==> src/rtl/tqg_pkg.sv <==
// shared types, constants and tracker function for the touch quadrant gesture block
package tqg_pkg;

  // default depth of the queue between front and back
  localparam int QUEUE_DEPTH = 2;

  // reset values of the centre registers and of the anchor
  localparam logic [7:0]  CENTER_X_RESET = 8'd120;
  localparam logic [11:0] CENTER_Y_RESET = 12'd160;

  // dual mode codes
  localparam logic [1:0] DM_SINGLE = 2'd0;
  localparam logic [1:0] DM_ARMED  = 2'd1;
  localparam logic [1:0] DM_DUAL   = 2'd2;

  // tracker states with a meaning of their own
  localparam logic [2:0] TRK_IDLE  = 3'd0;
  localparam logic [2:0] TRK_ENTRY = 3'd1;
  localparam logic [2:0] TRK_LAST  = 3'd4;
  localparam logic [2:0] TRK_DONE  = 3'd5;

  // configuration register indexes
  localparam logic [1:0] REG_GESTURE_ENABLE = 2'd0;
  localparam logic [1:0] REG_CENTER_X       = 2'd1;
  localparam logic [1:0] REG_CENTER_Y       = 2'd2;

  typedef enum logic [1:0] {
    QUAD_TR,
    QUAD_TL,
    QUAD_BL,
    QUAD_BR
  } quad_t;

  typedef enum logic {
    PH_TAKE,
    PH_SECOND
  } phase_t;

  typedef struct packed {
    logic        gesture_enable;
    logic [7:0]  center_x;
    logic [11:0] center_y;
  } cfg_t;

  // one decoded and classified report
  typedef struct packed {
    logic [7:0]  x;
    logic [11:0] y;
    logic        finger;
    quad_t       quad;
    logic        entry;
  } item_t;

  typedef struct packed {
    logic       second_pending;
    logic [1:0] dual_mode;
  } status_t;

  typedef struct packed {
    logic [2:0] state;
    logic       closed;
  } trk_t;

  // quadrant expected at position idx of loop a (counterclockwise) or loop b (clockwise)
  function automatic quad_t loop_quad(input logic loop_b, input logic [2:0] idx);
    quad_t q;
    unique case (idx)
      3'd0:    q = QUAD_TR;
      3'd1:    q = loop_b ? QUAD_BR : QUAD_TL;
      3'd2:    q = QUAD_BL;
      3'd3:    q = loop_b ? QUAD_TL : QUAD_BR;
      default: q = QUAD_TR;
    endcase
    return q;
  endfunction

  // one step of a loop tracker
  function automatic trk_t track_step(input logic [2:0] st, input logic loop_b,
                                      input quad_t quad, input logic entry);
    trk_t r;
    r.state  = st;
    r.closed = 1'b0;
    if (st == TRK_IDLE) begin
      r.state = entry ? TRK_ENTRY : TRK_IDLE;
    end else if (st <= TRK_LAST) begin
      if (quad == loop_quad(loop_b, st - 3'd1)) begin
        r.state = st;
      end else if (quad == loop_quad(loop_b, st)) begin
        r.state  = st + 3'd1;
        r.closed = (st == TRK_LAST);
      end else begin
        r.state = TRK_IDLE;
      end
    end
    return r;
  endfunction

endpackage

==> src/rtl/tqg_front.sv <==
// front part: decodes a report and classifies its quadrant
module tqg_front (
  input  tqg_pkg::cfg_t  cfg,
  input  logic           s_tvalid,
  output logic           s_tready,
  input  logic [23:0]    s_tdata,     // byte_x, byte_flags_yhigh, byte_ylow
  output logic           push_valid,
  input  logic           push_ready,
  output tqg_pkg::item_t push_item
);
  import tqg_pkg::*;

  logic [7:0]  x;
  logic [11:0] y;
  logic        top;
  logic        right;

  // unpack the report bytes
  assign x = s_tdata[7:0];
  assign y = {s_tdata[11:8], s_tdata[23:16]};

  // quadrant around the centre
  assign top   = y < cfg.center_y;
  assign right = x >= cfg.center_x;

  always_comb begin
    push_item.x      = x;
    push_item.y      = y;
    push_item.finger = s_tdata[15];
    push_item.entry  = (x > cfg.center_x) && top;
    if (top) begin
      push_item.quad = right ? QUAD_TR : QUAD_TL;
    end else begin
      push_item.quad = right ? QUAD_BR : QUAD_BL;
    end
  end

  // beat goes straight into the queue
  assign push_valid = s_tvalid;
  assign s_tready   = push_ready;

endmodule

==> src/rtl/tqg_queue.sv <==
// short queue of classified reports between front and back
module tqg_queue #(
  parameter int Depth = tqg_pkg::QUEUE_DEPTH
) (
  input  logic           clk,
  input  logic           rst,
  input  logic           push_valid,
  output logic           push_ready,
  input  tqg_pkg::item_t push_item,
  output logic           pop_valid,
  input  logic           pop_ready,
  output tqg_pkg::item_t pop_item
);
  import tqg_pkg::*;

  localparam int PtrW = $clog2(Depth);
  localparam int CntW = $clog2(Depth + 1);

  item_t           entries [Depth];
  logic [PtrW-1:0] wr_ptr;
  logic [PtrW-1:0] rd_ptr;
  logic [CntW-1:0] count;
  logic            push;
  logic            pop;

  assign push_ready = count != CntW'(Depth);
  assign pop_valid  = count != '0;
  assign push       = push_valid && push_ready;
  assign pop        = pop_valid && pop_ready;
  assign pop_item   = entries[rd_ptr];

  // storage
  always_ff @(posedge clk) begin
    if (push) begin
      entries[wr_ptr] <= push_item;
    end
  end

  // pointers and fill count
  always_ff @(posedge clk) begin
    if (rst) begin
      wr_ptr <= '0;
      rd_ptr <= '0;
      count  <= '0;
    end else begin
      if (push) begin
        wr_ptr <= (wr_ptr == PtrW'(Depth - 1)) ? '0 : wr_ptr + 1'b1;
      end
      if (pop) begin
        rd_ptr <= (rd_ptr == PtrW'(Depth - 1)) ? '0 : rd_ptr + 1'b1;
      end
      if (push && !pop) begin
        count <= count + 1'b1;
      end else if (pop && !push) begin
        count <= count - 1'b1;
      end
    end
  end

endmodule

==> src/rtl/tqg_back.sv <==
// back part: loop trackers, dual mode and point output register
module tqg_back (
  input  logic             clk,
  input  logic             rst,
  input  tqg_pkg::cfg_t    cfg,
  input  logic             pop_valid,
  output logic             pop_ready,
  input  tqg_pkg::item_t   pop_item,
  output logic             out_valid,
  input  logic             out_ready,
  output logic [7:0]       out_x,
  output logic [11:0]      out_y,
  output logic             out_touch,
  output logic             out_last,
  output tqg_pkg::status_t status
);
  import tqg_pkg::*;

  phase_t      phase;
  phase_t      phase_next;
  logic [2:0]  loop_a_state;
  logic [2:0]  loop_b_state;
  logic [1:0]  dual_mode;
  logic [7:0]  anchor_x;
  logic [11:0] anchor_y;
  logic [7:0]  live_x;
  logic [11:0] live_y;

  logic        out_free;
  logic        pop;
  logic        load_second;
  logic        run;
  trk_t        trk_a;
  trk_t        trk_b;
  logic [2:0]  a_mid;
  logic [2:0]  b_mid;
  logic [1:0]  dm_mid;
  logic [7:0]  anc_x_mid;
  logic [11:0] anc_y_mid;
  logic        two_points;
  logic [2:0]  loop_a_next;
  logic [2:0]  loop_b_next;
  logic [1:0]  dual_mode_next;
  logic [7:0]  anchor_x_next;
  logic [11:0] anchor_y_next;

  assign out_free = !out_valid || out_ready;

  // phase: next state
  always_comb begin
    phase_next = phase;
    unique case (phase)
      PH_TAKE: begin
        if (pop && two_points) begin
          phase_next = PH_SECOND;
        end
      end
      PH_SECOND: begin
        if (out_free) begin
          phase_next = PH_TAKE;
        end
      end
      default: phase_next = PH_TAKE;
    endcase
  end

  // phase: outputs
  always_comb begin
    pop         = 1'b0;
    load_second = 1'b0;
    unique case (phase)
      PH_TAKE:   pop = pop_valid && out_free;
      PH_SECOND: load_second = out_free;
      default: begin
        pop         = 1'b0;
        load_second = 1'b0;
      end
    endcase
  end

  assign pop_ready = pop;

  // tracker step, then lift handling
  always_comb begin
    run   = (dual_mode < DM_DUAL) && pop_item.finger && cfg.gesture_enable;
    trk_a = track_step(loop_a_state, 1'b0, pop_item.quad, pop_item.entry);
    trk_b = track_step(loop_b_state, 1'b1, pop_item.quad, pop_item.entry);

    a_mid     = loop_a_state;
    b_mid     = loop_b_state;
    dm_mid    = dual_mode;
    anc_x_mid = anchor_x;
    anc_y_mid = anchor_y;
    if (run) begin
      a_mid = trk_a.state;
      b_mid = trk_b.state;
      if (trk_a.closed) begin
        dm_mid    = DM_DUAL;
        anc_x_mid = cfg.center_x;
        anc_y_mid = cfg.center_y;
      end
      if (trk_b.closed) begin
        dm_mid = DM_ARMED;
      end
    end

    two_points = dm_mid >= DM_DUAL;

    loop_a_next    = a_mid;
    loop_b_next    = b_mid;
    dual_mode_next = dm_mid;
    anchor_x_next  = anc_x_mid;
    anchor_y_next  = anc_y_mid;
    if (!pop_item.finger) begin
      if (b_mid == TRK_DONE) begin
        anchor_x_next  = pop_item.x;
        anchor_y_next  = pop_item.y;
        loop_b_next    = TRK_IDLE;
        dual_mode_next = DM_DUAL;
      end else begin
        dual_mode_next = DM_SINGLE;
        loop_a_next    = TRK_IDLE;
        loop_b_next    = TRK_IDLE;
      end
    end
  end

  // gesture state
  always_ff @(posedge clk) begin
    if (rst) begin
      phase        <= PH_TAKE;
      loop_a_state <= TRK_IDLE;
      loop_b_state <= TRK_IDLE;
      dual_mode    <= DM_SINGLE;
      anchor_x     <= CENTER_X_RESET;
      anchor_y     <= CENTER_Y_RESET;
    end else begin
      phase <= phase_next;
      if (pop) begin
        loop_a_state <= loop_a_next;
        loop_b_state <= loop_b_next;
        dual_mode    <= dual_mode_next;
        anchor_x     <= anchor_x_next;
        anchor_y     <= anchor_y_next;
      end
    end
  end

  // output register valid
  always_ff @(posedge clk) begin
    if (rst) begin
      out_valid <= 1'b0;
    end else if (out_free) begin
      out_valid <= pop || load_second;
    end
  end

  // output register payload and held live point
  always_ff @(posedge clk) begin
    if (pop) begin
      out_touch <= pop_item.finger;
      live_x    <= pop_item.x;
      live_y    <= pop_item.y;
      if (two_points) begin
        out_x    <= anc_x_mid;
        out_y    <= anc_y_mid;
        out_last <= 1'b0;
      end else begin
        out_x    <= pop_item.x;
        out_y    <= pop_item.y;
        out_last <= 1'b1;
      end
    end else if (load_second) begin
      out_x    <= live_x;
      out_y    <= live_y;
      out_last <= 1'b1;
    end
  end

  assign status.second_pending = (phase == PH_SECOND);
  assign status.dual_mode      = dual_mode;

endmodule

==> src/rtl/touch_quadrant_gesture_dual_point_top.sv <==
// Touch report decoder with quadrant-loop gestures that fake a second touch point.
//
// Channels: the slave stream takes one 3-byte touch report per beat; the master
// stream gives one point per beat, with tlast on the final point of a report.
// A report yields one point, or in dual mode the anchor point and then the live
// point. The configuration port writes gesture_enable, center_x and center_y; the
// user must write them only while the block is idle; the block does not enforce it.
// The beat of a report is written into the queue at the edge that takes it; the
// back part moves its first point from the queue into the output register once
// the output register is free.
// Throughput: one report per cycle in single point mode while the receiver takes
// every point; in dual mode the back part takes no new report until the live
// point is loaded, since the single output register holds one point at a time.
// Reset clears the trackers, selects single point mode, puts the anchor and
// centre at (120, 160) and empties the queue and output register.
// When the receiver stalls, the output register holds its point, the back part
// stops and the queue fills; s_tready drops once the queue is full.
module touch_quadrant_gesture_dual_point_top #(
  parameter int QueueDepth = tqg_pkg::QUEUE_DEPTH
) (
  input  logic        clk,
  input  logic        rst,
  input  logic        cfg_wr_en,
  input  logic [1:0]  cfg_index,
  input  logic [11:0] cfg_wr_data,
  input  logic        s_tvalid,
  output logic        s_tready,
  input  logic [23:0] s_tdata,      // byte_x [7:0], byte_flags_yhigh [15:8], byte_ylow [23:16]
  output logic        m_tvalid,
  input  logic        m_tready,
  output logic [23:0] m_tdata,      // pos_x [7:0], pos_y [19:8], touching [20], zero [23:21]
  output logic        m_tlast
);
  import tqg_pkg::*;

  cfg_t        cfg;
  item_t       push_item;
  item_t       pop_item;
  logic        push_valid;
  logic        push_ready;
  logic        pop_valid;
  logic        pop_ready;
  logic [7:0]  pos_x;
  logic [11:0] pos_y;
  logic        touching;
  status_t     status;

  // configuration registers
  always_ff @(posedge clk) begin
    if (rst) begin
      cfg.gesture_enable <= 1'b0;
      cfg.center_x       <= CENTER_X_RESET;
      cfg.center_y       <= CENTER_Y_RESET;
    end else if (cfg_wr_en) begin
      unique case (cfg_index)
        REG_GESTURE_ENABLE: cfg.gesture_enable <= cfg_wr_data[0];
        REG_CENTER_X:       cfg.center_x       <= cfg_wr_data[7:0];
        REG_CENTER_Y:       cfg.center_y       <= cfg_wr_data;
        default: ;
      endcase
    end
  end

  tqg_front u_front (
    .cfg        (cfg),
    .s_tvalid   (s_tvalid),
    .s_tready   (s_tready),
    .s_tdata    (s_tdata),
    .push_valid (push_valid),
    .push_ready (push_ready),
    .push_item  (push_item)
  );

  tqg_queue #(
    .Depth (QueueDepth)
  ) u_queue (
    .clk        (clk),
    .rst        (rst),
    .push_valid (push_valid),
    .push_ready (push_ready),
    .push_item  (push_item),
    .pop_valid  (pop_valid),
    .pop_ready  (pop_ready),
    .pop_item   (pop_item)
  );

  tqg_back u_back (
    .clk       (clk),
    .rst       (rst),
    .cfg       (cfg),
    .pop_valid (pop_valid),
    .pop_ready (pop_ready),
    .pop_item  (pop_item),
    .out_valid (m_tvalid),
    .out_ready (m_tready),
    .out_x     (pos_x),
    .out_y     (pos_y),
    .out_touch (touching),
    .out_last  (m_tlast),
    .status    (status)
  );

  assign m_tdata = {3'b000, touching, pos_y, pos_x};

  // a second point is pending exactly while the anchor point waits in the output
  assert property (@(posedge clk) disable iff (rst)
    status.second_pending == (m_tvalid && !m_tlast))
    else $error("second point pending out of step with output beat");

  // the unused dual mode code is never reached
  assert property (@(posedge clk) disable iff (rst)
    status.dual_mode <= DM_DUAL)
    else $error("dual mode took the unused code");

  // nothing is offered right after reset
  assert property (@(posedge clk) disable iff (rst)
    $past(rst) |-> !m_tvalid && !status.second_pending)
    else $error("output beat present right after reset");

endmodule

==> config.mk <==
export PLATFORM = sky130hd
export DESIGN_NAME = touch_quadrant_gesture_dual_point_top
export DESIGN_NICKNAME = d
export VERILOG_FILES = /design/src/rtl/tqg_pkg.sv /design/src/rtl/tqg_front.sv /design/src/rtl/tqg_queue.sv /design/src/rtl/tqg_back.sv /design/src/rtl/touch_quadrant_gesture_dual_point_top.sv
export SDC_FILE = /design/constraint.sdc
export NUM_CORES = 1
export LEC_CHECK = 0
export BUFFER_PORTS_ARGS = -buffer_cell sky130_fd_sc_hd__buf_2
export CELL_PAD_IN_SITES_DETAIL_PLACEMENT = 1
export CELL_PAD_IN_SITES_GLOBAL_PLACEMENT = 2
export CORE_MARGIN = 8
export CORE_UTILIZATION = 36
export DETAILED_ROUTE_END_ITERATION = 8
export PLACE_DENSITY_LB_ADDON = 0.1
export SYNTH_ARGS = -nofsm -noshare
export SYNTH_HDL_FRONTEND = slang
export SYNTH_SLANG_ARGS = --single-unit
==> constraint.sdc <==
create_clock -name clk -period 2.6 [get_ports clk]
set_input_delay 0.26 -clock clk [delete_from_list [all_inputs] [get_ports clk]]
set_output_delay 0.26 -clock clk [all_outputs]
set_load 0.03 [all_outputs]
==> impl_metrics.py <==
metrics = {
    "synthesis": {
        "synth-main-ff-cell": "edfxtp_1",
        "synth_cell_type_count": 62,
        "async_flop_share": 0,
        "syn_inst": 640,
        "syn_area_per_cell_sq_um": 11.2,
        "synth_area_sq_um": 7170,
        "synth-seq-cells": 145,
        "synth_largest_area_cell": "edfxtp_1",
        "synth_edf_count": 90,
        "ys_seq_area_frac": 0.531,
        "synthTopCellsByArea": "edfxtp_1 (38%), dfxtp_1 (15%), ha_1 (6.6%)",
        "ys.warnings.count": 0,
        "yosysTopAreaCellShare": 0.377,
    },
    "critical_path": {
        "cp.required_ps": 2950,
        "worst_path_most_repeated_cell": "ha_4",
        "crit_type": "reg -> reg",
        "reg2reg_depth": 12,
        "cp.depth": 12,
        "r2r-end": "u_back.anchor_x[6]",
        "reg2reg_from": "u_back.loop_b_state[0]",
        "cp_max_fo": 7,
        "cp_top_family": "compound AO/OA/AOI/OAI gates",
        "ff2ff_setup_slack_ps": -160,
        "cp-start-kind": "register",
        "cp_data_arrival_time_ps": 3110,
        "slowest_delay_ps": 380,
        "critPathBufInv": 2,
        "path_cells": "inv_4 -> ha_4 -> ha_4 -> o21ai_4 -> xnor2_2 -> a21oi_4 -> o2111a_1 -> o22ai_2 -> or3_1 -> buf_6 -> mux2_4 -> o21ai_2",
        "slowest_stage": "dfxtp_4",
        "cp-end-kind": "register",
    },
    "layout": {
        "fill_cells": 2135,
        "regArea_sq_um": 3820,
        "drive_gt1_frac": 0.347,
        "design_area_sq_um": 9350,
        "multiInputGateArea_sq_um": 3380,
        "areaGrowthSynthToFinish_pct": 30.5,
        "antenna_cells": 0,
        "fin_cells": 1038,
        "post-route-util": 0.479,
        "nets": 841,
    },
    "power": {
        "leakagePower_nw": 3.74,
        "power.total_mw": 9.07,
        "pwr_density_cell_nw_per_um2": 969,
        "ir_worst_vdd_mv": 0.527,
    },
    "drt": {
        "routed_via_density": 5.15,
        "drt_pass1_iterations": 4,
        "ant_nets": 0,
        "drtIter0Drc": 311,
        "vias": 5349,
        "wl_per_cell_um": 19.4,
        "routed_wirelength_mm": 20.2,
        "drc": 0,
    },
    "min_path": {
        "timing.hold.worst.class": "in -> reg",
        "worstHoldEndpoint": "u_queue.entries[0][3]",
        "whs_path_depth": 1,
        "hold_start": "s_tdata[15]",
    },
    "placement": {
        "io_buffers": 63,
        "placed_cell_area_sq_um": 8220,
        "place_ws_ps": -245,
        "placed_cells_incl_taps": 992,
        "routabilityCongestion": 0.757,
        "hpwl_mm": 14.4,
    },
    "die": {
        "die_y_um": 157,
        "die-area_sq_um": 24700,
        "start_util": 0.367,
        "io_pins": 70,
        "coreArea_sq_um": 19500,
        "fp.dieW_um": 157,
        "row_count": 51,
    },
    "clocking": {
        "clk_pin_slew_ps": 60,
        "cts_buffers": 17,
        "tritoncts": "done",
        "clk-insertion-delay-late_ps": 420,
        "ctsHoldBuffers": 0,
        "clock_sinks": 145,
        "cts_root_buf": "clkbuf_16",
        "cts_max_path_buffers": 2,
        "htree_num_levels": 4,
    },
    "timing": {
        "fmax_mhz": 362,
        "worst-slew-pin-transition_ps": 833,
        "post-route-period-util": 1.06,
        "hold_slack_ps": 23.7,
        "rsz0062_at_grt": "true",
        "finalWorstSetupSlack_ps": -160,
        "tns_ps": -2040,
        "finalHoldViolCount": 0,
        "fin_crit_ps": 2760,
        "finClkSkew_ps": 12.7,
        "slew_viol_final": 0,
        "setup-violations-final": 30,
        "relSlewSlack": 0.443,
    },
    "global_routing": {
        "grt_max_degree": 57,
        "grt_pass1_wl_mm": 31.0,
        "grt_pass1_vias": 5562,
        "grt_usage": 0.164,
        "grt-ovfl-total": 0,
        "antenna_found_initial": 0,
    },
    "outcome": {
        "violations": "setup timing",
        "outcome": "finished, violations left",
    },
    "flow_run": {
        "timing.max_cap.violations": 0,
    },
}
## cell usage after synthesis (all sizes together), types with 14 or more instances
cell / instances
a21oi: 31
nor2: 23
clkbuf: 19
buf: 17
dfxtp: 55
inv: 51
nand2: 73
ha: 38
edfxtp: 90
o21ai: 46
mux2i: 43
mux2: 29
a32oi: 14
nor3: 16
## timing repair
action                                  CTS  global route
setup buffers                             5             7
endpoints found under the setup margin   40            45
gates resized for setup                  27            56
pin swaps                                 9            20
cloned                                    1             2
## metal layers
metal	routed length [um]	up-vias	track usage
met5	0	-	0
li1	-	2585	-
met1	10200	2649	0.235
met2	8960	100	0.245
met4	165	0	0.0490
met3	849	15	0.0324
## power by group
group	leakage [nW]	internal, mW	total (mW)	switching [mW]
sequential	1.30	3.19	3.37	0.187
clock	0.302	1.61	2.58	0.972
combinational	2.14	1.08	3.11	2.03
## worst register-to-register path, cell delays in order, from the launching register on
cell      delay (ps)
dfxtp_4          380
inv_4             50
ha_4             160
ha_4             280
o21ai_4           70
xnor2_2          180
a21oi_4          260
o2111a_1         270
o22ai_2          100
or3_1            370
buf_6            160
mux2_4           300
o21ai_2          110
## cell families after synthesis
| kind of cell | synth area share |
|---|---|
| simple gates | 0.0925 |
| flops | 0.531 |
| compound gates | 0.134 |
| buf+inv | 0.0519 |
| mux | 0.112 |
| fa+ha+maj | 0.0663 |
| xor+xnor | 0.0119 |
| other cells | 0.000523 |
## how the worst max path moves through the flow
stage,startpoint,to,slack (ps)
2_1_floorplan,u_back.loop_b_state[1],u_back.anchor_x[3],-50
4_1_cts,u_back.loop_b_state[1],u_back.anchor_x[6],-100
5_1_grt,u_back.loop_b_state[1],u_back.anchor_x[6],-260
6_report,u_back.loop_b_state[0],u_back.anchor_x[6],-160
3_5_place_dp,u_back.loop_a_state[0],u_back.out_y[3],-240
3_3_place_gp,u_back.loop_a_state[0],u_back.out_y[1],-150
## state kept, by name (all words and copies together) (netlist names), named ones only
name	count
cfg	21
u_back.anchor_x	8
u_back.anchor_y	12
u_back.live_x	8
u_back.live_y	12
u_back.loop_a_state	3
u_back.loop_b_state	3
u_back.out_last	1
u_back.out_touch	1
u_back.out_valid	1
u_back.out_x	8
u_back.out_y	12
u_back.phase	1
u_queue.count	2
u_queue.entries	48
u_queue.rd_ptr	1
u_queue.wr_ptr	1
## area by class of cell
cell class                 instances  share of cell area
clock buffer                      19              0.0463
clock inverter                    13              0.0199
inverter                          53              0.0221
multi-input combinational        408               0.361
sequential                       145               0.409
tap                              265              0.0355
timing repair buffer             135               0.106
## placed cells by master (no fill, tap or decap), types with 14 or more instances in the layout
cell	netlist	final
mux2_2	14	14
clkbuf_16	0	19
nand2_1	73	72
nor3_1	15	14
ha_1	38	27
a32oi_1	14	14
o21ai_1	24	15
mux2i_1	41	33
inv_1	51	47
o21ai_2	6	15
buf_2	6	63
a21oi_1	30	28
nor2_1	23	21
buf_4	4	58
mux2_4	6	14
dfxtp_1	55	50
edfxtp_1	90	90
(Power assumes the default switching activity.)
